--- src/rtl/core/cbts_pkg.sv ---
`timescale 1ns / 1ps
`default_nettype none
// ----------------------------------------------------------------------------
// CAN bit timing search package
// Shared types, codes and limits of the bit timing search block.
// ----------------------------------------------------------------------------
package cbts_pkg;

    // Search limits.
    localparam logic [6:0] PRESCALE_MAX    = 7'd64;
    localparam logic [4:0] QUANTA_MIN      = 5'd8;
    localparam logic [4:0] QUANTA_MAX      = 5'd25;
    localparam logic [3:0] PHASE_MAX       = 4'd8;
    localparam logic [3:0] PHASE_MIN       = 4'd2;
    localparam logic [7:0] PROPAGATION_MAX = 8'd8;
    // Phase one above this value no longer drags phase two along with it.
    localparam logic [3:0] PHASE_TRACK_MAX = 4'd5;
    // Quanta used by sync plus both minimum phase segments.
    localparam logic [4:0] MIN_OVERHEAD    = 5'd5;

    // Search status codes.
    localparam logic [1:0] PH_IDLE   = 2'd0;
    localparam logic [1:0] PH_SEARCH = 2'd1;
    localparam logic [1:0] PH_FOUND  = 2'd2;
    localparam logic [1:0] PH_FAILED = 2'd3;

    // Operation codes.
    localparam logic OP_START = 1'b0;
    localparam logic OP_POLL  = 1'b1;

    // Configuration register indexes.
    localparam int unsigned CFG_IDX_W = 3;
    localparam int unsigned CFG_DATA_W = 7;
    localparam logic [CFG_IDX_W-1:0] CFG_SEARCH_MODE       = 3'd0;
    localparam logic [CFG_IDX_W-1:0] CFG_START_PRESCALE    = 3'd1;
    localparam logic [CFG_IDX_W-1:0] CFG_START_PROPAGATION = 3'd2;
    localparam logic [CFG_IDX_W-1:0] CFG_START_PHASE_ONE   = 3'd3;
    localparam logic [CFG_IDX_W-1:0] CFG_START_PHASE_TWO   = 3'd4;

    typedef struct packed {
        logic op;
        logic rx_ok;
        logic mob_error;
        logic timer_overflow;
        logic general_error;
    } cbts_in_t;

    typedef struct packed {
        logic [1:0] search_status;
        logic       apply_timing;
        logic [6:0] prescale;
        logic [7:0] propagation;
        logic [3:0] phase_one;
        logic [3:0] phase_two;
        logic [2:0] jump_width;
        logic [7:0] timeout_prescale;
    } cbts_out_t;

    // Controller to datapath.
    typedef struct packed {
        logic accept;
        logic step;
        logic load_out;
    } cbts_cmd_t;

    // Datapath to controller.
    typedef struct packed {
        logic need_advance;
        logic hit;
        logic exhaust;
    } cbts_sts_t;

endpackage
`default_nettype wire

--- src/rtl/core/cbts_ctrl.sv ---
`timescale 1ns / 1ps
`default_nettype none
// ----------------------------------------------------------------------------
// CAN bit timing search controller
// Sequences acceptance, the candidate walk and the result handoff.
// ----------------------------------------------------------------------------
module cbts_ctrl (
    input  wire logic               aclk,
    input  wire logic               aresetn,
    input  wire logic               s_valid,
    output logic                    s_ready,
    output logic                    m_valid,
    input  wire logic               m_ready,
    output cbts_pkg::cbts_cmd_t     cmd,
    input  wire cbts_pkg::cbts_sts_t sts
);
    import cbts_pkg::*;

    localparam logic [1:0] ST_IDLE = 2'd0;
    localparam logic [1:0] ST_STEP = 2'd1;
    localparam logic [1:0] ST_DONE = 2'd2;

    logic [1:0] state_reg, state_next;
    logic       m_valid_reg, m_valid_next;
    logic       out_free;

    assign s_ready  = (state_reg == ST_IDLE);
    assign m_valid  = m_valid_reg;
    assign out_free = !m_valid_reg || m_ready;

    always_comb begin
        state_next   = state_reg;
        m_valid_next = m_valid_reg && !m_ready;
        cmd          = '0;
        unique case (state_reg)
            ST_IDLE: begin
                if (s_valid) begin
                    cmd.accept = 1'b1;
                    state_next = sts.need_advance ? ST_STEP : ST_DONE;
                end
            end
            ST_STEP: begin
                cmd.step = 1'b1;
                if (sts.hit || sts.exhaust) begin
                    state_next = ST_DONE;
                end
            end
            ST_DONE: begin
                if (out_free) begin
                    cmd.load_out = 1'b1;
                    m_valid_next = 1'b1;
                    state_next   = ST_IDLE;
                end
            end
            default: begin
                state_next = ST_IDLE;
            end
        endcase
    end

    always_ff @(posedge aclk) begin
        if (!aresetn) begin
            state_reg   <= ST_IDLE;
            m_valid_reg <= 1'b0;
        end else begin
            state_reg   <= state_next;
            m_valid_reg <= m_valid_next;
        end
    end

    // One transaction at a time: after an accept the input side closes.
    assert property (@(posedge aclk) disable iff (!aresetn)
        s_valid && s_ready |=> !s_ready)
        else $error("cbts_ctrl: input accepted while an item is in flight");

    // A result is only loaded when the output register can take it.
    assert property (@(posedge aclk) disable iff (!aresetn)
        cmd.load_out |-> (!m_valid || m_ready))
        else $error("cbts_ctrl: result overwritten before it was taken");

    // A waiting result stays valid until the receiver takes it.
    assert property (@(posedge aclk) disable iff (!aresetn)
        m_valid && !m_ready |=> m_valid)
        else $error("cbts_ctrl: result dropped before it was taken");

endmodule
`default_nettype wire

--- src/rtl/core/cbts_dp.sv ---
`timescale 1ns / 1ps
`default_nettype none
// ----------------------------------------------------------------------------
// CAN bit timing search datapath
// Holds the search state and evaluates one timing candidate per cycle.
// ----------------------------------------------------------------------------
module cbts_dp (
    input  wire logic                         aclk,
    input  wire logic                         aresetn,
    input  wire logic                         cfg_we,
    input  wire logic [cbts_pkg::CFG_IDX_W-1:0]  cfg_index,
    input  wire logic [cbts_pkg::CFG_DATA_W-1:0] cfg_wdata,
    input  wire cbts_pkg::cbts_in_t           s_item,
    output cbts_pkg::cbts_out_t               m_item,
    input  wire cbts_pkg::cbts_cmd_t          cmd,
    output cbts_pkg::cbts_sts_t               sts
);
    import cbts_pkg::*;

    // Configuration.
    logic       mode_reg;
    logic [6:0] start_pre_reg;
    logic [3:0] start_prop_reg, start_p1_reg, start_p2_reg;

    // Search state.
    logic [1:0]  phase_reg, phase_next;
    logic [6:0]  pre_reg, pre_next;
    logic [7:0]  prop_reg, prop_next;
    logic [3:0]  p1_reg, p1_next;
    logic [3:0]  p2_reg, p2_next;
    logic [4:0]  q_reg, q_next;
    logic        skip_reg, skip_next;
    logic        rp_reg, rp_next;
    logic        ovf_reg, ovf_next;
    logic [15:0] att_reg, att_next;
    logic        apply_reg, apply_next;
    cbts_out_t   out_reg;

    // Candidate evaluation.
    logic [3:0] p1_inc, p1_c, p2_c;
    logic       wrap;
    logic [7:0] prop_c;
    logic [6:0] tot_c, p2x4, p2x3;
    logic       prop_ok;
    logic [15:0] att_sat;

    // Start clamps.
    logic [6:0] cl_pre;
    logic [3:0] cl_prop, cl_p1, cl_p2;
    logic [4:0] cl_sum;

    always_comb begin
        p1_inc = skip_reg ? p1_reg : p1_reg + 4'd1;
        wrap   = (p1_inc > PHASE_MAX) && (p2_reg >= PHASE_MAX);
        if (p1_inc > PHASE_TRACK_MAX) begin
            if ({1'b0, p1_inc} > ({1'b0, p2_reg} + 5'd1)) begin
                p2_c = p2_reg + 4'd1;
                p1_c = p2_reg + 4'd1;
            end else begin
                p2_c = p2_reg;
                p1_c = p1_inc;
            end
        end else begin
            p2_c = p1_inc;
            p1_c = p1_inc;
        end
        prop_c  = {3'b000, q_reg} - ({4'h0, p1_c} + {4'h0, p2_c} + 8'd1);
        prop_ok = (prop_c >= 8'd1) && (prop_c <= PROPAGATION_MAX);
        tot_c   = 7'd1 + {3'b000, prop_c[3:0]} + {3'b000, p1_c};
        p2x4    = {1'b0, p2_c, 2'b00};
        p2x3    = {3'b000, p2_c} + {2'b00, p2_c, 1'b0};
    end

    assign sts.hit     = !wrap && prop_ok && (p2x4 >= tot_c) && (p2x3 <= tot_c);
    assign sts.exhaust = wrap && (q_reg >= QUANTA_MAX) && (pre_reg >= PRESCALE_MAX);
    assign sts.need_advance = (s_item.op == OP_START) ? mode_reg :
        ((phase_reg == PH_SEARCH) && !s_item.rx_ok &&
         (s_item.mob_error || s_item.general_error || (s_item.timer_overflow && ovf_reg)));

    assign att_sat = (att_reg == 16'hFFFF) ? att_reg : att_reg + 16'd1;

    always_comb begin
        cl_pre  = (start_pre_reg < 7'd1) ? 7'd1 :
                  (start_pre_reg > PRESCALE_MAX) ? PRESCALE_MAX : start_pre_reg;
        cl_prop = (start_prop_reg < 4'd1) ? 4'd1 :
                  ({4'h0, start_prop_reg} > PROPAGATION_MAX) ? PROPAGATION_MAX[3:0] :
                  start_prop_reg;
        cl_p1   = (start_p1_reg < PHASE_MIN) ? PHASE_MIN :
                  (start_p1_reg > PHASE_MAX) ? PHASE_MAX : start_p1_reg;
        cl_p2   = (start_p2_reg < PHASE_MIN) ? PHASE_MIN :
                  (start_p2_reg > PHASE_MAX) ? PHASE_MAX : start_p2_reg;
        cl_sum  = {1'b0, cl_prop} + {1'b0, cl_p1} + {1'b0, cl_p2} + 5'd1;
    end

    always_comb begin
        phase_next = phase_reg;
        pre_next   = pre_reg;
        prop_next  = prop_reg;
        p1_next    = p1_reg;
        p2_next    = p2_reg;
        q_next     = q_reg;
        skip_next  = skip_reg;
        rp_next    = rp_reg;
        ovf_next   = ovf_reg;
        att_next   = att_reg;
        apply_next = apply_reg;

        if (cmd.accept) begin
            apply_next = 1'b0;
            if (s_item.op == OP_START) begin
                phase_next = PH_SEARCH;
                ovf_next   = 1'b0;
                if (!mode_reg) begin
                    pre_next   = 7'd1;
                    q_next     = QUANTA_MIN;
                    p1_next    = PHASE_MIN;
                    p2_next    = PHASE_MIN;
                    prop_next  = {3'b000, QUANTA_MIN - MIN_OVERHEAD};
                    skip_next  = 1'b1;
                    rp_next    = 1'b1;
                    // Applied straight away from a cleared attempt count.
                    att_next   = 16'd1;
                    apply_next = 1'b1;
                end else begin
                    pre_next  = cl_pre;
                    prop_next = {4'h0, cl_prop};
                    p1_next   = cl_p1;
                    p2_next   = cl_p2;
                    q_next    = (cl_sum > QUANTA_MIN) ? cl_sum : QUANTA_MIN;
                    skip_next = 1'b0;
                    rp_next   = 1'b0;
                    att_next  = 16'd0;
                end
            end else if (phase_reg == PH_SEARCH) begin
                if (s_item.rx_ok) begin
                    phase_next = PH_FOUND;
                end else begin
                    if (s_item.timer_overflow) begin
                        ovf_next = 1'b1;
                    end
                    if (s_item.general_error) begin
                        rp_next = 1'b1;
                    end
                end
            end
        end else if (cmd.step) begin
            skip_next = 1'b0;
            if (wrap) begin
                p1_next   = PHASE_MIN;
                p2_next   = PHASE_MIN;
                skip_next = 1'b1;
                if (q_reg < QUANTA_MAX) begin
                    q_next = q_reg + 5'd1;
                end else begin
                    q_next = QUANTA_MIN;
                    if (pre_reg < PRESCALE_MAX) begin
                        pre_next = pre_reg + 7'd1;
                    end else begin
                        phase_next = PH_FAILED;
                    end
                end
            end else begin
                p1_next   = p1_c;
                p2_next   = p2_c;
                prop_next = prop_c;
                if (sts.hit && rp_reg) begin
                    att_next   = att_sat;
                    ovf_next   = 1'b0;
                    apply_next = 1'b1;
                end
            end
        end
    end

    always_ff @(posedge aclk) begin
        if (!aresetn) begin
            mode_reg       <= 1'b0;
            start_pre_reg  <= 7'd1;
            start_prop_reg <= 4'd1;
            start_p1_reg   <= 4'd2;
            start_p2_reg   <= 4'd2;
            phase_reg      <= PH_IDLE;
            pre_reg        <= 7'd1;
            prop_reg       <= 8'd0;
            p1_reg         <= PHASE_MIN;
            p2_reg         <= PHASE_MIN;
            q_reg          <= QUANTA_MIN;
            skip_reg       <= 1'b0;
            rp_reg         <= 1'b0;
            ovf_reg        <= 1'b0;
            att_reg        <= 16'd0;
            apply_reg      <= 1'b0;
        end else begin
            if (cfg_we) begin
                case (cfg_index)
                    CFG_SEARCH_MODE:       mode_reg       <= cfg_wdata[0];
                    CFG_START_PRESCALE:    start_pre_reg  <= cfg_wdata;
                    CFG_START_PROPAGATION: start_prop_reg <= cfg_wdata[3:0];
                    CFG_START_PHASE_ONE:   start_p1_reg   <= cfg_wdata[3:0];
                    CFG_START_PHASE_TWO:   start_p2_reg   <= cfg_wdata[3:0];
                    default: ;
                endcase
            end
            phase_reg <= phase_next;
            pre_reg   <= pre_next;
            prop_reg  <= prop_next;
            p1_reg    <= p1_next;
            p2_reg    <= p2_next;
            q_reg     <= q_next;
            skip_reg  <= skip_next;
            rp_reg    <= rp_next;
            ovf_reg   <= ovf_next;
            att_reg   <= att_next;
            apply_reg <= apply_next;
        end
    end

    always_ff @(posedge aclk) begin
        if (cmd.load_out) begin
            out_reg.search_status    <= phase_reg;
            out_reg.apply_timing     <= apply_reg;
            out_reg.prescale         <= pre_reg;
            out_reg.propagation      <= prop_reg;
            out_reg.phase_one        <= p1_reg;
            out_reg.phase_two        <= p2_reg;
            out_reg.jump_width       <= p2_reg[3:1];
            out_reg.timeout_prescale <= att_reg[10:3];
        end
    end

    assign m_item = out_reg;

    // A step can not both land on a candidate and run out of candidates.
    assert property (@(posedge aclk) disable iff (!aresetn)
        cmd.step |-> !(sts.hit && sts.exhaust))
        else $error("cbts_dp: candidate hit and exhaustion at once");

    // A reported reprogram always follows at least one counted attempt.
    assert property (@(posedge aclk) disable iff (!aresetn)
        cmd.load_out && apply_reg |=> (m_item.apply_timing && att_reg != 16'd0))
        else $error("cbts_dp: apply reported without an attempt");

    // Found is only reached from an active search.
    assert property (@(posedge aclk) disable iff (!aresetn)
        (phase_reg == PH_FOUND) && ($past(phase_reg) != PH_FOUND)
            |-> ($past(phase_reg) == PH_SEARCH))
        else $error("cbts_dp: found entered outside a search");

    // Phase two never leaves its legal range.
    assert property (@(posedge aclk) disable iff (!aresetn)
        (p2_reg >= PHASE_MIN) && (p2_reg <= PHASE_MAX))
        else $error("cbts_dp: phase two out of range");

endmodule
`default_nettype wire

--- src/rtl/core/can_bit_timing_search_top.sv ---
`timescale 1ns / 1ps
`default_nettype none
// ----------------------------------------------------------------------------
// CAN bit timing search
// Listens on the bus and walks candidate bit timings until a frame is seen.
//
// Input channel (s_valid/s_ready/s_item): a start transaction begins a search,
// a poll transaction carries the receive and error flags of the listening
// message object. Every input transaction yields exactly one result
// transaction on m_valid/m_ready/m_item with the status, the apply flag and
// the current timing segments.
// An item that moves the search walks the candidate timings until one fits or
// none is left. The candidate evaluator examines one phase/quanta/prescale
// combination per cycle, ten phase pairs and one wrap step per quanta total.
// The longest run without an acceptable candidate covers the quanta totals
// above 20 and the step to the next prescaler.
// One item is processed at a time; s_ready is high only between items.
// If the receiver stalls, the result waits in the output register. One more
// item is still accepted and processed, its result is held until the output
// register is free, and any further item is held off until then.
// Configuration is written through cfg_we/cfg_index/cfg_wdata; the user must
// write it only while idle, and the block itself does not enforce this.
// Reset (aresetn low, synchronous) returns the search to idle with the
// minimum timing and the configuration registers to their defaults.
// ----------------------------------------------------------------------------
module can_bit_timing_search_top (
    input  wire logic                            aclk,
    input  wire logic                            aresetn,
    input  wire logic                            cfg_we,
    input  wire logic [cbts_pkg::CFG_IDX_W-1:0]  cfg_index,
    input  wire logic [cbts_pkg::CFG_DATA_W-1:0] cfg_wdata,
    input  wire logic                            s_valid,
    output logic                                 s_ready,
    input  wire cbts_pkg::cbts_in_t              s_item,
    output logic                                 m_valid,
    input  wire logic                            m_ready,
    output cbts_pkg::cbts_out_t                  m_item
);
    import cbts_pkg::*;

    cbts_cmd_t cmd;
    cbts_sts_t sts;

    cbts_ctrl u_ctrl (
        .aclk    (aclk),
        .aresetn (aresetn),
        .s_valid (s_valid),
        .s_ready (s_ready),
        .m_valid (m_valid),
        .m_ready (m_ready),
        .cmd     (cmd),
        .sts     (sts)
    );

    cbts_dp u_dp (
        .aclk      (aclk),
        .aresetn   (aresetn),
        .cfg_we    (cfg_we),
        .cfg_index (cfg_index),
        .cfg_wdata (cfg_wdata),
        .s_item    (s_item),
        .m_item    (m_item),
        .cmd       (cmd),
        .sts       (sts)
    );

endmodule
`default_nettype wire

--- config.mk ---
export PLATFORM = sky130hd
export DESIGN_NAME = can_bit_timing_search_top
export DESIGN_NICKNAME = d
export VERILOG_FILES = /design/src/rtl/core/cbts_pkg.sv /design/src/rtl/core/cbts_ctrl.sv /design/src/rtl/core/cbts_dp.sv /design/src/rtl/core/can_bit_timing_search_top.sv
export SDC_FILE = /design/constraint.sdc
export NUM_CORES = 1
export LEC_CHECK = 0
export BUFFER_PORTS_ARGS = -buffer_cell sky130_fd_sc_hd__buf_2
export CORE_ASPECT_RATIO = 0.7
export CORE_MARGIN = 4
export CORE_UTILIZATION = 45
export DETAILED_ROUTE_END_ITERATION = 10
export HOLD_SLACK_MARGIN = 0.1
export PLACE_DENSITY = 0.73
export SLEW_MARGIN = 20
export SYNTH_ARGS = -nofsm -noshare
export SYNTH_HDL_FRONTEND = slang
export SYNTH_SLANG_ARGS = --single-unit
--- constraint.sdc ---
create_clock -name aclk -period 10.9 [get_ports aclk]
set_input_delay 1.09 -clock aclk [delete_from_list [all_inputs] [get_ports aclk]]
set_output_delay 1.09 -clock aclk [all_outputs]
set_load 0.005 [all_outputs]
==> results.cfg, run 1 <==
[global_route]
antenna_found_initial = 0
grt_pass1_wl_um = 24300
globalRouteOverflowTotal = 0
grt_pass1_vias = 4951
grt_max_degree = 60
grt_use_total = 0.186

[clock_tree]
cts_buffers = 9
clkTransAtPathRegs_ps = 80
ctsHtreeMaxLevel = 3
tritoncts = yes
postCtsSetupRepairBufs = 0
cts_resized = 0
clockBufferDepth = 2
clk_latency_ps = 350
clock-sinks = 107
ctsHoldBuffers = 0
cts-root-buf = clkbuf_16

[route]
via_count = 5134
first_pass_iters = 5
drc = 0
drt-wirelength-per-cell_um = 16.0
drtIter0Drc = 405
ant_nets = 0
vias_per_cell = 5.59
wirelength_um = 14700

[critical_path]
critical_path.startpoint_type = flop
critPathMaxStageDelay_ps = 760
cp-end-kind = flop
crit_type = flop to flop
crit_path_frequent_cell = ha_1
required_ps = 11140
timing.reg2reg.setup_slack_ps = 2290
cp_slowest_cell = a21boi_0
reg2reg_depth = 29
reg2reg_to = u_dp.apply_reg
critical_path_peak_fanout = 11
reg2reg_from = u_dp.p1_reg[1]
arrival_ps = 8860

[timing]
fmax_mhz = 116
tns_ps = 0
period_needed_ps = 8610
finalSetupViolations = 0
period_share = 0.790
max_slew_margin = 0.333
hold_violations = 0
skew_ps = 9.98
drv_slew = 0
rsz0062_at_grt = no
worst_pin_slew_ps = 997

[yosys]
netlist_area_um2 = 6390
ys_types = 68
synthCells = 682
synthFlopType = dfxtp_1
synth-edff-count = 34
syn_nets = 756
synth.avg_cell_area_um2 = 9.37
seq_area_frac_synth = 0.388
synth_seq_cells = 107
yosys_warnings = 0
async_reset_ff_frac = 0

[floorplanning]
row_count = 36
core_area_um2 = 13900
start_util = 0.459
num_io_pins = 59
die_area_um2 = 16200
die_y_um = 108
die-width_um = 150

[layout]
stdcell_count = 918
fillers = 1254
drive_gt1_frac = 0.140
final_cell_mix = dfxtp_1, nand2_1, buf_2
antenna_cells = 0
final_common_cell = dfxtp_1
largest_reg_flops = 34
syn2layout_area_growth_pct = 10.8
nNetsFinal = 797

[min_path]
min_path_cells = 0
hold_end = u_dp.m_item[20]
hold_class = flop to flop
min_from = u_dp.prop_reg[1]

[outcome]
status = finished, final reports clean

[placed_design]
post-dp-hpwl_um = 11100
port_buffers = 58
placed_cells = 902
gp_congestion = 0.892

[run]
maxCapViolations = 0
## logic make-up (layout without fill, tap and decap cells)
family          count (synthesis)  after routing  synth area share
compound gates                163            163             0.176
xor+xnor                       30             30            0.0411
fa+ha+maj                      54             54             0.115
buf+inv                        61            107            0.0403
flops                         107            107             0.388
mux                            22             22            0.0349
simple gates                  245            245             0.204
## synth_stat cells, types with 3 or more instances
master	number	area, um^2
and4_1	4	35.0
nand2_1	66	248
xor2_1	10	87.6
o21ai_0	31	155
inv_1	32	120
nor3b_1	5	37.5
nand3_1	26	130
and3_1	11	68.8
ha_1	46	576
xnor2_1	20	175
mux2i_1	20	200
dfxtp_1	73	1460
nand4b_1	4	35.0
o211ai_1	9	67.6
and2_1	8	50.1
buf_4	3	22.5
clkbuf_1	21	78.8
a211oi_1	3	22.5
a21o_1	13	97.6
fa_1	8	160
a32o_1	3	30.0
a31oi_1	4	25.0
nor3_1	9	45.0
nand3b_1	3	22.5
a22oi_1	4	30.0
a32oi_1	3	26.3
nand4_1	6	37.5
o31ai_1	3	22.5
nand2b_1	4	25.0
a21boi_0	9	67.6
a21oi_1	43	215
nor2b_1	32	200
edfxtp_1	34	1020
o211a_1	6	60.1
nor2_1	50	188
a31o_2	8	70.1
o21a_1	5	37.5
## critical path: cells and delay by family (launching register included)
family          cells  cell delay (ps)
compound gates      7             2710
simple gates       10             2320
fa+ha+maj           6             1980
xor+xnor            5              840
flops               1              530
buf+inv             1               80
## metrics by stage
stage                util  area (um^2)  hold WS (ps)  setup slack, ps
floorplan               -         6390           406             3550
global placement    0.488         6800           423             2630
detailed placement  0.488         6800           423             2380
CTS                 0.508         7070           440             2350
global route        0.508         7080           451             1590
finish              0.508         7080           434             2290
## metal layers
metal	vias up	share of wire	wire length (um)	track usage
li1	2531	-	-	-
met1	2433	0.49	7140	0.266
met2	160	0.44	6420	0.289
met3	10	0.070	1030	0.0425
met4	0	0.0058	85	0.0392
met5	-	0	0	0
## worst max-delay path by stage
stage	startpoint	endpoint	slack, ps	depth (start not counted)
floorplan	u_dp.p1_reg[0]	u_dp.apply_reg	3550	30
global placement	u_dp.p1_reg[1]	u_dp.apply_reg	2630	29
detailed placement	u_dp.p1_reg[1]	u_dp.apply_reg	2380	29
CTS	u_dp.p1_reg[1]	u_dp.apply_reg	2350	29
global route	u_dp.p1_reg[1]	u_dp.apply_reg	1590	29
finish	u_dp.p1_reg[1]	u_dp.apply_reg	2290	29
## layout make-up
cell class | count | area, um^2 | area share
sequential | 107 | 2480 | 0.351
multi-input combinational | 514 | 3660 | 0.517
clock buffer | 10 | 229 | 0.0324
timing repair buffer | 59 | 298 | 0.0421
tap | 190 | 238 | 0.0336
inverter | 32 | 120 | 0.0170
clock inverter | 6 | 48.8 | 0.00690
Power of run 1 is not shown: default switching activity piles up to over one toggle a cycle in this logic, so the estimate is an artifact.
==> run 2: changes to the inputs <==
Settings changed: ABC_AREA set to 1.
Clock period 10.9 ns to 7.95 ns, I/O delays scaled along.
==> results.cfg, run 2 <==
[timing]
fmax_mhz = 141
tns_ps = 0
rsz0062_at_grt = no
drv_slew = 0
max_slew_margin = 0.339
skew_ps = 7.83
period_needed_ps = 7100
hold_violations = 0
worst_pin_slew_ps = 989
finalSetupViolations = 0
hold_ws_ps = 436
period_share = 0.893

[critical_path]
cp-end-kind = flop
cp-startpoint = u_dp.p1_reg[0]
reg2reg_depth = 40
crit_type = flop to flop
reg2reg_to = u_dp.att_reg[4]
critical_path_peak_fanout = 20
crit_end = u_dp.att_reg[4]
crit_path_frequent_cell = nand2_1
arrival_ps = 7320
required_ps = 8170
critical_path.startpoint_type = flop
reg2reg_from = u_dp.p1_reg[0]
timing.reg2reg.setup_slack_ps = 850
cp_slowest_cell = fa_1
critPathMaxStageDelay_ps = 480

[route]
drt-wirelength-per-cell_um = 14.2
via_count = 5474
drc = 0
first_pass_iters = 5
drtIter0Drc = 533
vias_per_cell = 5.25
wirelength_um = 14800
ant_nets = 0

[run]
maxCapViolations = 0

[layout]
largest_reg_flops = 34
syn2layout_area_growth_pct = 11.8
nNetsFinal = 926
final_common_cell = nand2_1
final_cell_mix = nand2_1, inv_1, nor2_1
final_cell_area_um2 = 7090
drive_gt1_frac = 0.117
antenna_cells = 0

[global_route]
grt_pass1_wl_um = 24400
grt_use_total = 0.188
grt_max_degree = 39
grt_pass1_vias = 4896
globalRouteOverflowTotal = 0
antenna_found_initial = 0

[yosys]
synth-simple-area-share = 0.213
yosys_warnings = 0
synth_mux_area_frac = 0
synth_area_leader_cell = dfxtp_1
synth_seq_cells = 107
synth_xor_area_frac = 0.0452
synthCells = 800
yosysTopAreaCellShare = 0.231
syn_nets = 874
netlist_area_um2 = 6340
synthFlopType = dfxtp_1
synth-edff-count = 34
synth_top_family_by_area = simple AND/OR/NAND/NOR gates
synth_commonest_cells = nand2_1, inv_1, nor2_1, dfxtp_1, a21oi_1
synth-compound-area-share = 0.147
yosysMostFrequentCell = nand2_1
async_reset_ff_frac = 0
synth.avg_cell_area_um2 = 7.92
synthAdderAreaFrac = 0.116
synth_area_leaders = dfxtp_1, edfxtp_1, ha_1
ys_types = 46
seq_area_frac_synth = 0.392

[pwr]
ir_drop_v = 0.000290
power.density_nw_per_um2 = 376
leakage_nw = 2.99

[clock_tree]
clk_latency_ps = 350
ctsHoldBuffers = 0
clock-sinks = 107
clkTransAtPathRegs_ps = 70
cts-root-buf = clkbuf_16
cts_buffers = 9
ctsHtreeMaxLevel = 3
tritoncts = yes
clockBufferDepth = 2

[min_path]
hold_class = flop to flop

[floorplanning]
die-width_um = 150
core_area_um2 = 13500
row_count = 35
num_io_pins = 59
start_util = 0.470
die_area_um2 = 16100
die_y_um = 107

[placed_design]
gp_congestion = 0.931
post-dp-hpwl_um = 11100
port_buffers = 58
placement.cell_area_um2 = 6790

[outcome]
status = finished, final reports clean
==> run 2: changes by cell type in the layout (fill, tap and decap cells not counted), sizes merged, moves of 13 or more <==
cell | previous run | this run
nand2 | 66 | 122
a21o | 13 | 0
mux2i | 20 | 0
nor2b | 32 | 0
nand3 | 27 | 49
nor2 | 53 | 93
nand4 | 6 | 21
a21oi | 44 | 70
inv | 34 | 117
o21ai | 32 | 53
==> run 2: what timing repair did <==
| action | in CTS | in global routing |
|---|---|---|
| endpoints found under the hold margin | 0 | 0 |
| setup endpoints to repair | 0 | 4 |
| resized for setup | 0 | 2 |
| buffers inserted | 0 | 0 |
==> run 2: cell families after synthesis <==
group                    after synthesis
buffers and inverters                137
AND/OR/NAND/NOR                      307
XOR/XNOR                              31
flip-flops                           107
AO/OA/AOI/OAI                        164
adder cells (fa/ha/maj)               54
==> run 2: power breakdown <==
| group | total [mW] | leakage (nW) | internal (mW) | switching [mW] |
|---|---|---|---|---|
| Sequential | 0.637 | 0.917 | 0.610 | 0.0270 |
| Combinational | 1.60 | 1.94 | 0.623 | 0.978 |
| Clock | 0.429 | 0.137 | 0.219 | 0.210 |
==> run 2: per-stage QoR <==
stage / power, mW / std cells / util / worst slack, ps
2_1_floorplan: 1.86 / 800 / - / 2080
3_3_place_gp: 2.19 / 1026 / 0.503 / 908
3_5_place_dp: 2.22 / 1026 / 0.503 / 784
4_1_cts: 2.66 / 1042 / 0.525 / 782
5_1_grt: 2.92 / 1042 / 0.526 / 125
6_report: 2.67 / 1042 / 0.526 / 848
==> run 2: critical path: cells and delay by family (launching register included) <==
kind            cells  cell delay [ps]
xor+xnor            2              340
flops               1              420
compound gates      4              640
simple gates       21             2800
fa+ha+maj           6             2150
buf+inv             7              650
==> run 2: area by class of cell <==
cell class                      count  area, um^2
Fill cell                        1307        6400
Multi-Input combinational cell    556        3330
Sequential cell                   107        2480
Inverter                          115         432
Timing Repair Buffer               63         328
Tap cell                          185         231
Clock buffer                       10         229
Clock inverter                      6        58.8
==> run 2: per-layer routing <==
layer  vias to the layer above  share of wire  GRT usage  routed length [um]
met2                       200           0.39      0.257                5720
li1                       2804              -          -                   -
met3                        10          0.091     0.0434                1350
met4                         0         0.0073     0.0326                 108
met1                      2460           0.51      0.301                7610
met5                         -              0          0                   0
==> run 2: how the worst min path moves through the flow <==
stage | depth (start not counted) | from | end | slack, ps
2_1_floorplan | 0 | u_dp.prop_reg[2] | u_dp.m_item[21] | 400
3_3_place_gp | 0 | u_dp.prop_reg[0] | u_dp.m_item[19] | 420
3_5_place_dp | 0 | u_dp.pre_reg[3] | u_dp.m_item[30] | 420
4_1_cts | 0 | u_dp.prop_reg[0] | u_dp.m_item[19] | 430
5_1_grt | 0 | u_dp.pre_reg[3] | u_dp.m_item[30] | 450
6_report | 0 | u_dp.prop_reg[0] | u_dp.m_item[19] | 440
Note: power is estimated with default switching activity, not from simulation.
==> run 3: changes to the inputs <==
Settings changed: CTS_BUF_LIST set to sky130_fd_sc_hd__clkbuf_4 sky130_fd_sc_hd__clkbuf_8, SYNTH_HIERARCHICAL set to 1.
==> results.cfg, run 3 <==
[critical_path]
reg2reg_from = u_dp/p1_reg[0]
required_ps = 8210
crit_type = flop to flop
reg2reg_depth = 31
critical_path_peak_fanout = 21
arrival_ps = 6630
cp_slowest_cell = a21oi_1
timing.reg2reg.setup_slack_ps = 1580
crit_path_frequent_cell = nand2_1
critical_path.startpoint_type = flop
reg2reg_to = u_dp/att_reg[3]
cp-end-kind = flop
critPathMaxStageDelay_ps = 570

[clock_tree]
clock-sinks = 105
clk_latency_ps = 380
cts-root-buf = clkbuf_8
postCtsSetupRepairBufs = 0
cts_buffers = 9
ctsHoldBuffers = 0
clkTransAtPathRegs_ps = 100
clockBufferDepth = 2
cts_resized = 0
ctsHtreeMaxLevel = 3
tritoncts = yes

[pwr]
power.density_nw_per_um2 = 314
power_switching_uw = 918
combPwrFrac = 0.533
leakage_nw = 2.77
ir_drop_v = 0.000243
power_frac_clock = 0.178
sw_frac_of_total = 0.427
p_int_mw = 1.23
power_mw = 2.15
seqPwrFrac = 0.289

[route]
wirelength_um = 14900
drt-wirelength-per-cell_um = 14.7
drc = 0
via_count = 5341
vias_per_cell = 5.27
ant_nets = 0
first_pass_iters = 5
drtIter0Drc = 553

[yosys]
synth_commonest_cells = nand2_1, nor2_1, inv_1, dfxtp_1, a21oi_1
yosysTopAreaCellShare = 0.234
netlist_area_um2 = 6150
synth-edff-count = 33
ys_types = 52
synth_seq_cells = 105
synth_area_leaders = dfxtp_1, edfxtp_1, ha_1
synthCells = 772
synth_area_leader_cell = dfxtp_1
seq_area_frac_synth = 0.396
async_reset_ff_frac = 0
yosys_warnings = 6
synth.avg_cell_area_um2 = 7.96
syn_nets = 838
synthFlopType = dfxtp_1
yosysMostFrequentCell = nand2_1

[floorplanning]
core_area_um2 = 13300
die_y_um = 106
start_util = 0.463
die_area_um2 = 15600
num_io_pins = 59
row_count = 35
die-width_um = 148

[timing]
fmax_mhz = 157
skew_ps = 14.6
max_slew_margin = 0.364
worst_pin_slew_ps = 951
period_needed_ps = 6370
hold_violations = 0
tns_ps = 0
rsz0062_at_grt = no
finalSetupViolations = 0
drv_slew = 0
period_share = 0.801

[global_route]
antenna_found_initial = 0
globalRouteOverflowTotal = 0
grt_max_degree = 40
grt_use_total = 0.194
grt_pass1_wl_um = 24500
grt_pass1_vias = 4818

[layout]
final_common_cell = nand2_1
antenna_cells = 0
largest_reg_flops = 33
syn2layout_area_growth_pct = 11.3
final_cell_area_um2 = 6840
utilization = 0.516
nNetsFinal = 889
drive_gt1_frac = 0.145
final_cell_mix = nand2_1, nor2_1, inv_1

[placed_design]
post-dp-hpwl_um = 11100
gp_congestion = 0.912
placement.cell_area_um2 = 6580
port_buffers = 58

[run]
maxCapViolations = 0

[min_path]
hold_class = flop to flop
min_path_cells = 0
min_from = u_dp/prop_reg[3]
hold_end = u_dp/m_item[22]

[outcome]
status = finished, final reports clean
run 3: changes by cell type after synthesis, sizes merged, moves of 3 or more:
cell / before / now
nand2: 122 / 129
nand3: 49 / 57
a32oi: 0 / 3
or2: 0 / 3
o21ai: 53 / 48
nand4: 21 / 10
ha: 46 / 38
xor2: 22 / 19
inv: 114 / 95
nor2: 93 / 90
a211oi: 6 / 2
nor3: 17 / 21
run 3: layer usage:
metal / GRT usage / wire length, um
met1: 0.300 / 7600
met2: 0.268 / 5820
met3: 0.0524 / 1370
met4: 0.0399 / 119
met5: 0 / 0
run 3: power groups by stage:
stage / clock network [mW] / registers, mW / logic, mW
finish: 0.382 / 0.622 / 1.15
global placement: 0 / 0.633 / 1.09
floorplan: 0 / 0.628 / 0.883
detailed placement: 0 / 0.634 / 1.11
CTS: 0.393 / 0.622 / 1.12
global route: 0.414 / 0.628 / 1.31
run 3: kinds of logic (layout without fill, tap and decap cells):
family / after synthesis / in the layout / share of synthesized area
AND/OR/NAND/NOR: 318 / 318 / 0.238
adder cells (fa/ha/maj): 46 / 46 / 0.103
XOR/XNOR: 29 / 29 / 0.0413
buffers and inverters: 120 / 176 / 0.0804
flip-flops: 105 / 105 / 0.396
AO/OA/AOI/OAI: 154 / 154 / 0.141
run 3: critical path: cells and delay by family, from the launching register on:
kind                     cells  cell delay (ps)
buffers and inverters        3              210
AO/OA/AOI/OAI                6             1370
XOR/XNOR                     2              440
AND/OR/NAND/NOR             14             1810
adder cells (fa/ha/maj)      6             2040
flip-flops                   1              370
run 3: area by class of cell:
| cell class | count | area, um^2 |
|---|---|---|
| flip-flops and latches | 105 | 2430 |
| inverters | 98 | 368 |
| clock inverters | 6 | 96.3 |
| repair buffers | 62 | 340 |
| multi-input cells | 547 | 3240 |
| fillers | 1242 | 6420 |
| clock buffers | 10 | 138 |
| well taps | 185 | 231 |
run 3: worst max-delay path by stage:
| stage | slack (ps) | start | depth (start not counted) | endpoint |
|---|---|---|---|---|
| after floorplan | 2660 | u_dp/p1_reg[0] | 32 | u_dp/att_reg[10] |
| after global placement | 1950 | u_dp/p1_reg[0] | 31 | u_dp/att_reg[7] |
| after CTS | 1660 | u_dp/p1_reg[0] | 31 | u_dp/att_reg[14] |
| final | 1580 | u_dp/p1_reg[0] | 31 | u_dp/att_reg[3] |
| after global routing | 960 | u_dp/p1_reg[0] | 31 | u_dp/att_reg[8] |
| after detailed placement | 1690 | u_dp/p1_reg[0] | 31 | u_dp/att_reg[11] |
run 3: through the flow:
step	instances	hold WS (ps)	setup WS, ps
finish	1013	448	1580
global route	1013	470	965
CTS	1012	458	1660
detailed placement	996	421	1690
global placement	996	415	1950
floorplan	772	403	2660
